## src/rtl/core/rsab_pkg.sv

```systemverilog
// shared types and constants for the rotated sprite blitter
// used by the front, queue, back and top modules under rtl/core; no dependencies
package rsab_pkg;

  localparam int SPRITE_WORDS = 4096;
  localparam int SPR_AW       = $clog2(SPRITE_WORDS);
  localparam int SCREEN_W     = 1024;
  localparam int SCREEN_H     = 1024;

  // front to back queue
  localparam int QDEPTH = 8;
  localparam int QAW    = $clog2(QDEPTH);
  localparam int QCW    = $clog2(QDEPTH + 1);

  // result buffer in the back part
  localparam int OUT_DEPTH = 4;
  localparam int OAW       = $clog2(OUT_DEPTH);
  localparam int OCW       = $clog2(OUT_DEPTH + 1);

  // register indexes
  localparam logic [2:0] CFG_ROT_COS   = 3'd0;
  localparam logic [2:0] CFG_ROT_SIN   = 3'd1;
  localparam logic [2:0] CFG_SPR_W     = 3'd2;
  localparam logic [2:0] CFG_SPR_H     = 3'd3;
  localparam logic [2:0] CFG_FRAME_ROW = 3'd4;
  localparam logic [2:0] CFG_ORIGIN_X  = 3'd5;
  localparam logic [2:0] CFG_ORIGIN_Y  = 3'd6;
  localparam logic [2:0] CFG_BLEND     = 3'd7;

  // request kinds
  localparam logic REQ_LOAD = 1'b0;
  localparam logic REQ_DRAW = 1'b1;

  // blend modes, the two remaining codes copy
  localparam logic [1:0] MODE_BLEND = 2'd0;
  localparam logic [1:0] MODE_CLAMP = 2'd1;

  typedef struct packed {
    logic [15:0] rot_cos;
    logic [15:0] rot_sin;
    logic [8:0]  sprite_width;
    logic [8:0]  sprite_height;
    logic [11:0] frame_row_offset;
    logic [10:0] origin_x;
    logic [10:0] origin_y;
    logic [26:0] blend_control;
  } cfg_t;

  localparam cfg_t CFG_RESET = '{
    rot_cos:          16'd16384,
    rot_sin:          16'd0,
    sprite_width:     9'd1,
    sprite_height:    9'd1,
    frame_row_offset: 12'd0,
    origin_x:         11'd0,
    origin_y:         11'd0,
    blend_control:    27'd0
  };

  // one queued word: a store write or a classified draw
  typedef struct packed {
    logic              is_draw;
    logic              ok;
    logic [SPR_AW-1:0] addr;
    logic [31:0]       rgba;
    logic [9:0]        dst_x;
    logic [9:0]        dst_y;
    logic [7:0]        dest_r;
    logic [7:0]        dest_g;
    logic [7:0]        dest_b;
  } entry_t;

  typedef struct packed {
    logic       write_valid;
    logic [9:0] dst_x;
    logic [9:0] dst_y;
    logic [7:0] out_r;
    logic [7:0] out_g;
    logic [7:0] out_b;
  } res_t;

endpackage

```

## src/rtl/core/rsab_queue.sv

```systemverilog
// short queue of classified words between the front and back parts
// depends on rsab_pkg
module rsab_queue (
  input  logic                     clk_i,
  input  logic                     rst_ni,
  input  logic                     push_i,
  input  rsab_pkg::entry_t         push_data_i,
  input  logic                     pop_i,
  output logic                     head_valid_o,
  output rsab_pkg::entry_t         head_o,
  output logic [rsab_pkg::QCW-1:0] cnt_o
);
  import rsab_pkg::*;

  entry_t         buf_q [QDEPTH];
  logic [QAW-1:0] wptr_q, rptr_q;
  logic [QCW-1:0] cnt_q, cnt_d;

  always_comb begin
    cnt_d = cnt_q;
    if (push_i && !pop_i) begin
      cnt_d = cnt_q + QCW'(1);
    end else if (pop_i && !push_i) begin
      cnt_d = cnt_q - QCW'(1);
    end
  end

  always_ff @(posedge clk_i or negedge rst_ni) begin
    if (!rst_ni) begin
      wptr_q <= '0;
      rptr_q <= '0;
      cnt_q  <= '0;
    end else begin
      cnt_q <= cnt_d;
      if (push_i) begin
        wptr_q <= (wptr_q == QAW'(QDEPTH - 1)) ? '0 : wptr_q + QAW'(1);
      end
      if (pop_i) begin
        rptr_q <= (rptr_q == QAW'(QDEPTH - 1)) ? '0 : rptr_q + QAW'(1);
      end
    end
  end

  always_ff @(posedge clk_i) begin
    if (push_i) begin
      buf_q[wptr_q] <= push_data_i;
    end
  end

  assign head_valid_o = (cnt_q != '0);
  assign head_o       = buf_q[rptr_q];
  assign cnt_o        = cnt_q;

endmodule

```

## config.mk

```make
export PLATFORM = sky130hd
export DESIGN_NAME = rsab_queue
export DESIGN_NICKNAME = d
export VERILOG_FILES = /design/src/rtl/core/rsab_pkg.sv /design/src/rtl/core/rsab_queue.sv
export SDC_FILE = /design/constraint.sdc
export NUM_CORES = 1
export LEC_CHECK = 0
export BUFFER_PORTS_ARGS = -buffer_cell sky130_fd_sc_hd__buf_2
export CAP_MARGIN = 15
export CELL_PAD_IN_SITES_DETAIL_PLACEMENT = 0
export CELL_PAD_IN_SITES_GLOBAL_PLACEMENT = 1
export CORE_UTILIZATION = 33
export DETAILED_ROUTE_END_ITERATION = 8
export GPL_ROUTABILITY_DRIVEN = 0
export HOLD_SLACK_MARGIN = 0.02
export PLACE_DENSITY_LB_ADDON = 0.3
export SYNTH_ARGS = -nofsm -noshare
export SYNTH_HDL_FRONTEND = slang
export SYNTH_SLANG_ARGS = --single-unit
```

## constraint.sdc

```tcl
create_clock -name clk_i -period 15.8 [get_ports clk_i]
set_input_delay 0 -clock clk_i [delete_from_list [all_inputs] [get_ports clk_i]]
set_output_delay 0 -clock clk_i [all_outputs]
set_load 0.02 [all_outputs]
```

==> results.py <==
metrics = {
    "clocking": {
        "clk_pin_slew_ns": 0.06,
        "holdBufCountCts": 94,
        "clock-root-buffer": "clkbuf_16",
        "h-tree-depth": 3,
        "clock_sinks": 730,
        "cts_buffer_depth": 3,
        "numCtsBuffers": 79,
        "post-cts-setup-buffers": 0,
        "cts_resized": 0,
        "cts_tree": "yes",
        "insertion_delay_ns": 0.62,
    },
    "layout": {
        "drive_gt1_share_pct": 29.83,
        "nets": 1539,
        "syn2layout_area_growth_pct": 20.18,
    },
    "global_route": {
        "antenna_found_initial": 3,
        "grt.total_usage_pct": 13.65,
        "grt_pass1_vias": 13630,
        "met2_usage_pct": 24.11,
        "gr-usage-met3_pct": 2.933,
        "grt_max_degree": 71,
        "grtUsageMet1_pct": 16.43,
        "grt_first_pass_wirelength_um": 86540,
        "overflow": 0,
        "grt-busiest-layer": "met2",
    },
    "floorplanning": {
        "die_h_um": 294.7,
        "die_x_um": 294.7,
        "die-area_sq_um": 86850,
        "core_sq_um": 84220,
        "ios": 189,
        "start_util_pct": 33.57,
        "rows": 106,
    },
    "routing": {
        "drc_errors": 0,
        "ant_nets": 0,
        "dr.pass1.iters": 4,
        "first_iter_violations": 692,
        "vias_per_cell": 4.780,
        "vias": 12580,
        "wirelength_um": 59070,
        "wl_per_cell_um": 22.45,
    },
    "logic_synthesis": {
        "syn-num-nets": 1205,
        "synth-adder-area-share_pct": 0.3806,
        "synth_seq_cells": 730,
        "synthCells": 1103,
        "synth_top_area_share_pct": 76.47,
        "ys_seq_area_share_pct": 77.36,
        "synthXorXnorAreaFrac_pct": 0.06196,
        "synthMuxAreaShare_pct": 20.30,
        "synth_cell_types": 26,
        "yosys.area_share.simple_pct": 0.4426,
        "synth_warnings": 0,
        "synth_compound_area_share_pct": 0.1637,
        "yosysTopAreaCell": "edfxtp_1",
        "synth_top_family_by_area": "multiplexers",
        "syn_area_sq_um": 28270,
        "synth_area_per_cell_sq_um": 25.63,
        "synth_area_leaders": "edfxtp_1 76%, mux4_1 15%, mux2_2 3.8%",
    },
    "timing": {
        "setup_violations": 0,
        "rsz0062_at_grt": "no",
        "setup_tns_ns": 0,
        "worst_pin_slew_ns": 1.034,
        "hold_viol_final": 0,
        "slew_headroom_pct": 31.07,
        "whs_ns": 0.1768,
        "max_freq_mhz": 226.9,
        "finalCriticalPeriod_ns": 4.407,
        "fin_skew_ns": 0.01780,
        "maxSlewViolCount": 0,
        "finalCritPeriodShare_pct": 27.89,
    },
    "setup_path": {
        "path_delay_family": "buffers and inverters",
        "cpMaxStageDelayCell": "dfrtp_4",
        "crit_fanout": 51,
        "critical_path.most_common_cell": "buf_4",
        "cp-start-kind": "flop",
        "crit_path_end_kind": "output port",
        "crit_buf_inv": 3,
        "arrival_ns": 4.41,
        "required_ns": 15.80,
        "path_class": "reg -> out",
        "crit_chain": "buf_4 > buf_4 > mux4_1 > mux2_2 > buf_2",
        "slowest_delay_ns": 0.90,
    },
    "power_and_ir_drop": {
        "power.leakage_uw": 0.01137,
        "total_power_uw": 6160,
        "power.density_nw_per_um2": 181.3,
        "max-vdd-ir-drop_v": 0.0001010,
    },
    "run": {
        "maxCapViolations": 0,
    },
    "min_path": {
        "hp-class": "in -> reg",
    },
    "placed_design": {
        "dp_hpwl_um": 30160,
        "numPortBuffers": 188,
    },
    "outcome": {
        "status": "finished, final reports clean",
    },
}
## sequential cells by signal, indices dropped and copies added, names as in the netlist
| register | count |
|---|---|
| cnt_o | 4 |
| wptr_q | 3 |
| rptr_q | 3 |
| buf_q | 720 |
## synthesized netlist by cell type
| master | n |
|---|---|
| xnor2_1 | 2 |
| buf_2 | 11 |
| mux4_2 | 22 |
| clkbuf_1 | 19 |
| dfrtp_1 | 10 |
| mux4_1 | 158 |
| ha_1 | 7 |
| nand3b_1 | 2 |
| mux2i_1 | 1 |
| buf_6 | 20 |
| or3_1 | 1 |
| edfxtp_1 | 720 |
| o211ai_1 | 2 |
| fa_1 | 1 |
| mux2_2 | 96 |
| a2111o_1 | 1 |
| a21oi_1 | 2 |
| buf_1 | 1 |
| nand2b_1 | 3 |
| nand2_1 | 4 |
| nor2_1 | 8 |
| or4_1 | 2 |
| inv_1 | 3 |
| o21ai_0 | 2 |
| nand3_1 | 2 |
| nor3_1 | 3 |
## tightest hold or removal path, cell delays in order
cell and delay (ns):
dlygate4sd3_1 0.52, buf_2 0.15, o21ai_0 0.08
## power breakdown
| part | leakage [uW] | switching, uW | internal (uW) |
|---|---|---|---|
| clock | 0.00121 | 739 | 1060 |
| combinational | 0.00350 | 982 | 792 |
| sequential | 0.00666 | 153 | 2430 |
## logic make-up (layout without fill, tap and decap cells)
logic type | count (synthesis) | in the layout
flops | 730 | 730
xor+xnor | 2 | 2
other cells | 0 | 2
mux | 277 | 277
compound gates | 7 | 7
fa+ha+maj | 8 | 8
simple gates | 25 | 25
buf+inv | 54 | 446
## through the flow
stage                     area [sq um]  instances  setup slack, ns  utilization (%)
after floorplan                  28270       1103            8.485                -
after global placement           30510       2396            11.90            36.22
after detailed placement         30510       2396            11.88            36.22
after CTS                        33970       2629            11.19            40.34
after global routing             33980       2631            11.10            40.34
final                            33980       2631            11.39            40.34
## worst paths after layout
check                      cells past startpoint       from  slack [ns]            to
min in group asynchronous                      3     rst_ni        0.42     rptr_q[0]
max in group asynchronous                      3     rst_ni       15.01     rptr_q[2]
min reg2reg                                    2   cnt_o[2]        0.56      cnt_o[2]
max reg2reg                                    4  wptr_q[1]       12.62  buf_q[0][27]
min                                            3      pop_i        0.18     rptr_q[1]
max                                            5  rptr_q[0]       11.39    head_o[22]
## layout by cell type (no fill, tap or decap), types with 3 or more instances in the layout
cell type / Yosys / layout
nand2_1: 4 / 4
clkbuf_16: 0 / 80
clkinv_1: 0 / 16
clkinv_2: 0 / 8
nand2b_1: 3 / 3
buf_2: 11 / 188
bufinv_16: 0 / 8
edfxtp_1: 720 / 720
buf_4: 0 / 22
clkbuf_1: 19 / 16
dlygate4sd3_1: 0 / 94
ha_1: 7 / 7
dfrtp_4: 0 / 3
dfrtp_1: 10 / 7
nor2_4: 0 / 6
mux4_2: 22 / 22
inv_1: 3 / 3
mux4_1: 158 / 158
mux2_2: 96 / 96
clkinvlp_4: 0 / 5
inv_6: 0 / 3
## per-layer routing
layer  vias up  share of wire (%)
met2       236                 52
li1       5578                  -
met1      6671                 42
met4         2                2.1
met3        89                4.2
met5         -              0.029
## area by class of cell
class,count,area (sq um)
clock inverters,43,460.4
diodes,2,5.005
clock buffers,96,2062
fillers,7414,50240
repair buffers,304,2047
inverters,3,11.26
multi-input cells,319,6090
well taps,1134,1419
flip-flops and latches,730,21880
Note: power is estimated with default switching activity, not from simulation.
