==> config.mk <==
export PLATFORM = sky130hd
export DESIGN_NAME = rsab_front
export DESIGN_NICKNAME = d
export VERILOG_FILES = /design/src/rtl/core/rsab_pkg.sv /design/src/rtl/core/rsab_front.sv
export SDC_FILE = /design/constraint.sdc
export NUM_CORES = 2
export LEC_CHECK = 0
export ABC_CLOCK_PERIOD_IN_PS = 5450
export BUFFER_PORTS_ARGS = -buffer_cell sky130_fd_sc_hd__buf_2
export CAP_MARGIN = 20
export CORE_MARGIN = 3
export CORE_UTILIZATION = 50
export CTS_CLUSTER_DIAMETER = 40
export DETAILED_ROUTE_END_ITERATION = 6
export PLACE_DENSITY = 0.7
export RECOVER_POWER = 50
export SYNTH_ARGS = -nofsm -noshare
export SYNTH_HDL_FRONTEND = slang
export SYNTH_SLANG_ARGS = --single-unit
==> constraint.sdc <==
create_clock -name clk_i -period 5.45 [get_ports clk_i]
set_clock_uncertainty 0.1 [all_clocks]
set_input_delay 0.545 -clock clk_i [delete_from_list [all_inputs] [get_ports clk_i]]
set_output_delay 0.545 -clock clk_i [all_outputs]
set_load 0.01 [all_outputs]
==> src/rtl/core/rsab_pkg.sv <==
// shared types and constants for the rotated sprite blitter
// used by the front, queue, back and top modules under rtl/core; no dependencies
package rsab_pkg;

  localparam int SPRITE_WORDS = 4096;
  localparam int SPR_AW       = $clog2(SPRITE_WORDS);
  localparam int SCREEN_W     = 1024;
  localparam int SCREEN_H     = 1024;

  // front to back queue
  localparam int QDEPTH = 8;
  localparam int QAW    = $clog2(QDEPTH);
  localparam int QCW    = $clog2(QDEPTH + 1);

  // result buffer in the back part
  localparam int OUT_DEPTH = 4;
  localparam int OAW       = $clog2(OUT_DEPTH);
  localparam int OCW       = $clog2(OUT_DEPTH + 1);

  // register indexes
  localparam logic [2:0] CFG_ROT_COS   = 3'd0;
  localparam logic [2:0] CFG_ROT_SIN   = 3'd1;
  localparam logic [2:0] CFG_SPR_W     = 3'd2;
  localparam logic [2:0] CFG_SPR_H     = 3'd3;
  localparam logic [2:0] CFG_FRAME_ROW = 3'd4;
  localparam logic [2:0] CFG_ORIGIN_X  = 3'd5;
  localparam logic [2:0] CFG_ORIGIN_Y  = 3'd6;
  localparam logic [2:0] CFG_BLEND     = 3'd7;

  // request kinds
  localparam logic REQ_LOAD = 1'b0;
  localparam logic REQ_DRAW = 1'b1;

  // blend modes, the two remaining codes copy
  localparam logic [1:0] MODE_BLEND = 2'd0;
  localparam logic [1:0] MODE_CLAMP = 2'd1;

  typedef struct packed {
    logic [15:0] rot_cos;
    logic [15:0] rot_sin;
    logic [8:0]  sprite_width;
    logic [8:0]  sprite_height;
    logic [11:0] frame_row_offset;
    logic [10:0] origin_x;
    logic [10:0] origin_y;
    logic [26:0] blend_control;
  } cfg_t;

  localparam cfg_t CFG_RESET = '{
    rot_cos:          16'd16384,
    rot_sin:          16'd0,
    sprite_width:     9'd1,
    sprite_height:    9'd1,
    frame_row_offset: 12'd0,
    origin_x:         11'd0,
    origin_y:         11'd0,
    blend_control:    27'd0
  };

  // one queued word: a store write or a classified draw
  typedef struct packed {
    logic              is_draw;
    logic              ok;
    logic [SPR_AW-1:0] addr;
    logic [31:0]       rgba;
    logic [9:0]        dst_x;
    logic [9:0]        dst_y;
    logic [7:0]        dest_r;
    logic [7:0]        dest_g;
    logic [7:0]        dest_b;
  } entry_t;

  typedef struct packed {
    logic       write_valid;
    logic [9:0] dst_x;
    logic [9:0] dst_y;
    logic [7:0] out_r;
    logic [7:0] out_g;
    logic [7:0] out_b;
  } res_t;

endpackage

==> src/rtl/core/rsab_front.sv <==
// front part: accepts words, rotates draw positions, checks bounds, forms store address
// depends on rsab_pkg
module rsab_front (
  input  logic                    clk_i,
  input  logic                    rst_ni,
  input  rsab_pkg::cfg_t          cfg_i,
  input  logic                    in_valid_i,
  output logic                    in_ready_o,
  input  logic                    req_type_i,
  input  logic [11:0]             texel_index_i,
  input  logic [31:0]             texel_rgba_i,
  input  logic [7:0]              src_x_i,
  input  logic [7:0]              src_y_i,
  input  logic [7:0]              dest_r_i,
  input  logic [7:0]              dest_g_i,
  input  logic [7:0]              dest_b_i,
  input  logic [rsab_pkg::QCW-1:0] q_cnt_i,
  output logic                    push_o,
  output rsab_pkg::entry_t        push_data_o
);
  import rsab_pkg::*;

  logic              in_acc;
  logic [7:0]        cx, cy;
  logic signed [9:0] dx, dy;
  logic [11:0]       sx, sy;
  logic              scr_ok, load_ok;
  logic [QCW+1:0]    credit;

  logic              v1_q, v2_q, v3_q;
  entry_t            e1_d, e1_q, e2_d, e2_q, e3_d, e3_q;
  logic signed [25:0] p_xc_d, p_ys_d, p_xs_d, p_yc_d;
  logic signed [25:0] p_xc_q, p_ys_q, p_xs_q, p_yc_q;

  logic [26:0]       vx, vy, vx_r, vy_r;
  logic [13:0]       px, py;
  logic              inb;
  logic [8:0]        px2_q;
  logic [12:0]       row2_d, row2_q;
  logic [21:0]       mul3;
  logic [22:0]       addr3;

  // every accepted word is guaranteed a queue slot, so the stages never stall
  assign credit     = (QCW + 2)'(q_cnt_i) + (QCW + 2)'(v1_q) + (QCW + 2)'(v2_q)
                    + (QCW + 2)'(v3_q);
  assign in_ready_o = credit < (QCW + 2)'(QDEPTH);
  assign in_acc     = in_valid_i && in_ready_o;

  // stage 1: offsets from the sprite centre, the four products, screen and load bounds
  assign cx = cfg_i.sprite_width[8:1];
  assign cy = cfg_i.sprite_height[8:1];
  assign dx = $signed({2'b00, src_x_i}) - $signed({2'b00, cx});
  assign dy = $signed({2'b00, src_y_i}) - $signed({2'b00, cy});
  assign p_xc_d = 26'(dx) * 26'($signed(cfg_i.rot_cos));
  assign p_ys_d = 26'(dy) * 26'($signed(cfg_i.rot_sin));
  assign p_xs_d = 26'(dx) * 26'($signed(cfg_i.rot_sin));
  assign p_yc_d = 26'(dy) * 26'($signed(cfg_i.rot_cos));

  assign sx = {4'b0000, src_x_i} + {cfg_i.origin_x[10], cfg_i.origin_x};
  assign sy = {4'b0000, src_y_i} + {cfg_i.origin_y[10], cfg_i.origin_y};
  assign scr_ok = !sx[11] && (sx[10:0] < 11'(SCREEN_W))
               && !sy[11] && (sy[10:0] < 11'(SCREEN_H));
  assign load_ok = {1'b0, texel_index_i} < 13'(SPRITE_WORDS);

  always_comb begin
    e1_d         = '0;
    e1_d.is_draw = (req_type_i == REQ_DRAW);
    e1_d.ok      = (req_type_i == REQ_DRAW) ? scr_ok : load_ok;
    e1_d.addr    = texel_index_i[SPR_AW-1:0];
    e1_d.rgba    = texel_rgba_i;
    e1_d.dst_x   = sx[9:0];
    e1_d.dst_y   = sy[9:0];
    e1_d.dest_r  = dest_r_i;
    e1_d.dest_g  = dest_g_i;
    e1_d.dest_b  = dest_b_i;
  end

  // stage 2: sum, round to nearest with ties up, recentre, sprite bounds
  assign vx   = {p_xc_q[25], p_xc_q} - {p_ys_q[25], p_ys_q};
  assign vy   = {p_xs_q[25], p_xs_q} + {p_yc_q[25], p_yc_q};
  assign vx_r = vx + 27'd8192;
  assign vy_r = vy + 27'd8192;
  assign px   = {vx_r[26], vx_r[26:14]} + {6'b000000, cx};
  assign py   = {vy_r[26], vy_r[26:14]} + {6'b000000, cy};
  assign inb  = !px[13] && (px[12:0] < {4'b0000, cfg_i.sprite_width})
             && !py[13] && (py[12:0] < {4'b0000, cfg_i.sprite_height});
  assign row2_d = {4'b0000, py[8:0]} + {1'b0, cfg_i.frame_row_offset};

  always_comb begin
    e2_d = e1_q;
    if (e1_q.is_draw) begin
      e2_d.ok = e1_q.ok && inb;
    end
  end

  // stage 3: store address of the rotated texel
  assign mul3  = 22'(row2_q) * 22'(cfg_i.sprite_width);
  assign addr3 = {1'b0, mul3} + {14'd0, px2_q};

  always_comb begin
    e3_d = e2_q;
    if (e2_q.is_draw) begin
      e3_d.ok   = e2_q.ok && (addr3 < 23'(SPRITE_WORDS));
      e3_d.addr = addr3[SPR_AW-1:0];
    end
  end

  always_ff @(posedge clk_i or negedge rst_ni) begin
    if (!rst_ni) begin
      v1_q <= 1'b0;
      v2_q <= 1'b0;
      v3_q <= 1'b0;
    end else begin
      v1_q <= in_acc;
      v2_q <= v1_q;
      v3_q <= v2_q;
    end
  end

  always_ff @(posedge clk_i) begin
    e1_q   <= e1_d;
    p_xc_q <= p_xc_d;
    p_ys_q <= p_ys_d;
    p_xs_q <= p_xs_d;
    p_yc_q <= p_yc_d;
    e2_q   <= e2_d;
    px2_q  <= px[8:0];
    row2_q <= row2_d;
    e3_q   <= e3_d;
  end

  assign push_o      = v3_q;
  assign push_data_o = e3_q;

endmodule

==> results.toml <==
[synthesis]
dominant_combinational_cell_family_by_area_after_synthesis = "adder cells"
syn-num-nets = 5054
synth_area_um2 = 37700
synth-edff-count = 0
yosys.area_share.simple_pct = 13.8
synth_compound_area_share_pct = 7.82
post_synth_num_cell_types = 93
yosys.area_share.xor_xnor_pct = 4.52
synth-warning-count = 0
synthesis.instances = 3887
postSynth.asyncResetShare_pct = 0.759
synthFlopType = "dfxtp_1"
postSynthRegisterBits = 395
synth.avg_cell_area_um2 = 9.70
synthMuxAreaShare_pct = 0.594
yosys.area_share.adder_pct = 43.3
synth.yosys.seq_area_share_pct = 21.0

[finish]
final.fill_count = 5731
commonest_non_fill_non_tap_cells_in_the_layout = "754 x inv_1, 560 x fa_1, 550 x buf_4"
post_route_cells_drive_above_1_share_pct = 27.4
synthToLayoutAreaGrowth_pct = 29.9
nets = 5914
final_common_cell = "inv_1"

[clock_network]
cts_buffers = 54
path_clk_slew_ns = 0.06
numClockSinks = 395
cts_tree = "yes"
clock_tree.root_cell = "clkbuf_16"
cts.path.max_buffers = 3
clk_latency_ns = 0.62
cts-htree-levels = 2

[timing]
final_worst_slack_ns = -1.05
fmax_ghz = 0.154
fin_crit_ns = 6.50
remaining_max_slew_budget_at_the_tightest_pin_pct = 41.6
rsz0062_at_grt = "true"
final_critical_path_share_of_the_clock_period_pct = 119
slew_viol_final = 0
worst_pin_slew_ns = 0.875
final-hold-violation-count = 0
setup_violations = 54

[worst_setup_path]
timing.critical_path.from_type = "primary input"
crit_required_ns = 5.89
worst_path_max_delay_cell = "fa_1"
reg2reg_setup_slack_ns = 0.03
critical_path_class = "in2reg"
timing.critical_path.to_type = "register"
critical_path_arrival_ns = 6.95
worstPathMaxFanout = 4
critical-path-top-cell-by-count = "a21oi_2"
crit_path_max_incr_delay_ns = 0.56

[routing]
route.final.wire_length_um = 94000
detailedRoute.firstPassIterationCount = 6
detail_route.drc_violations = 0
ant_nets = 0
top_layer_used = "met5"
routed-wl-met3_um = 4760
detailroute.via_count = 29044
route.detailed.vias_per_inst = 5.04
wl_per_cell_um = 16.3
drt-initial-drc-count = 1430
route.met2.wl_um = 48100
route.layer.met1.wl_um = 38200

[floorplan]
floorplan.io_pins = 295
chipWidth_um = 281
fp.dieArea_um2 = 78700
die_height_um = 281
initial_core_util_pct = 50.6
core_area_um2 = 74600
rows = 100

[grt]
groute.usage.overall_pct = 24.2
first_pass_grt_wire_length_um = 153000
globalRoute.totalOverflow = 0
initial_antenna_violation_count = 9
first_global_vias = 30728
grt_max_degree = 33

[worst_hold_path]
timing.hold.worst.class = "in2reg"

[run]
drv_cap = 0

[run_status]
status = "complete, but fails checks"
violations_in_the_final_reports = "setup timing"

[place]
post-dp-hpwl_um = 75000
io_buffers = 267
finalWeightedCongestion = 0.896
place_worst_setup_slack_ns = -1.80
-- cells by family after synthesis --
group,after synthesis
compound gates,439
xor+xnor,192
fa+ha+maj,964
buf+inv,896
flops,395
mux,21
simple gates,980
-- cells in the mapped netlist (all sizes together), types with 12 or more instances --
cell / count / area, µm²
a211oi: 12 / 90.1
a21o: 46 / 348
a21oi: 139 / 696
and2: 293 / 1840
and3: 13 / 91.3
clkbuf: 112 / 430
dfxtp: 392 / 7850
fa: 568 / 11400
ha: 396 / 4950
inv: 784 / 2940
nand2: 298 / 1120
nand2b: 107 / 669
nand3: 35 / 180
nor2: 88 / 338
nor2b: 41 / 257
nor3: 27 / 135
o21a: 16 / 120
o21ai: 58 / 290
o21bai: 54 / 405
o31ai: 14 / 119
or2: 26 / 163
or3: 13 / 81.3
xnor2: 136 / 1200
xor2: 55 / 482
-- repair_timing --
item                                    CTS  global route
hold buffers                             70             0
hold endpoints to repair                 72             0
gates cloned                              0             0
endpoints found under the setup margin   58            68
gates resized for setup                 171           163
buffers inserted                         39            33
pin swaps                               101           184
-- routing by layer --
| metal | vias to the layer above | GRT usage [%] |
|---|---|---|
| met3 | 157 | 3.10 |
| met1 | 14391 | 30.0 |
| met2 | 723 | 43.6 |
| met5 | - | 0 |
| met4 | 4 | 8.28 |
| li1 | 13769 | - |
-- sequential cells by signal (all words and copies together) (netlist names) --
signal       cells
v1_q             1
v2_q             1
e2_q            90
p_yc_q          25
p_xs_q          25
p_ys_q          25
e1_q            90
push_data_o     90
push_o           1
px2_q            9
row2_q          13
p_xc_q          25
-- through the flow --
stage / hold slack, ns / TNS [ns] / instances / instance area, µm² / util [%]
after floorplan: 0.149 / -46.60 / 3887 / 38100 / -
after global placement: 0.210 / -75.91 / 5529 / 44200 / 59.3
after detailed placement: 0.212 / -82.27 / 5529 / 44200 / 59.3
after CTS: 0.0156 / -31.73 / 5738 / 48000 / 64.3
after global routing: 0.0431 / -48.76 / 5766 / 49000 / 65.7
final: 0.0402 / -35.30 / 5768 / 49000 / 65.7
-- area by class of cell --
cell class / instances / area (µm²) / share of cell area (%)
diodes: 7 / 17.5 / 0.0358
repair buffers: 916 / 6620 / 13.5
inverters: 784 / 2980 / 6.09
clock buffers: 62 / 1420 / 2.90
multi-input cells: 2596 / 28300 / 57.7
flip-flops and latches: 395 / 7950 / 16.2
well taps: 969 / 1210 / 2.48
clock inverters: 39 / 510 / 1.04
-- final timing paths --
check | startpoint | end | cells after the start
max | src_x_i[0] | p_xc_q[21] | 33
min reg2reg | e2_q[63] | push_data_o[63] | 0
max reg2reg | row2_q[5] | push_data_o[88] | 17
max in group asynchronous | rst_ni | v2_q | 2
min in group asynchronous | rst_ni | v1_q | 2
min | cfg_i[60] | row2_q[11] | 2
-- critical path: cells and delay by family --
kind | cells | cell delay [ns]
adder cells (fa/ha/maj) | 8 | 3.24
buffers and inverters | 7 | 0.51
AND/OR/NAND/NOR | 2 | 0.25
AO/OA/AOI/OAI | 15 | 2.30
XOR/XNOR | 1 | 0.11
Power is not shown: default switching activity piles up to over one toggle a cycle in this logic, so the estimate is an artifact.
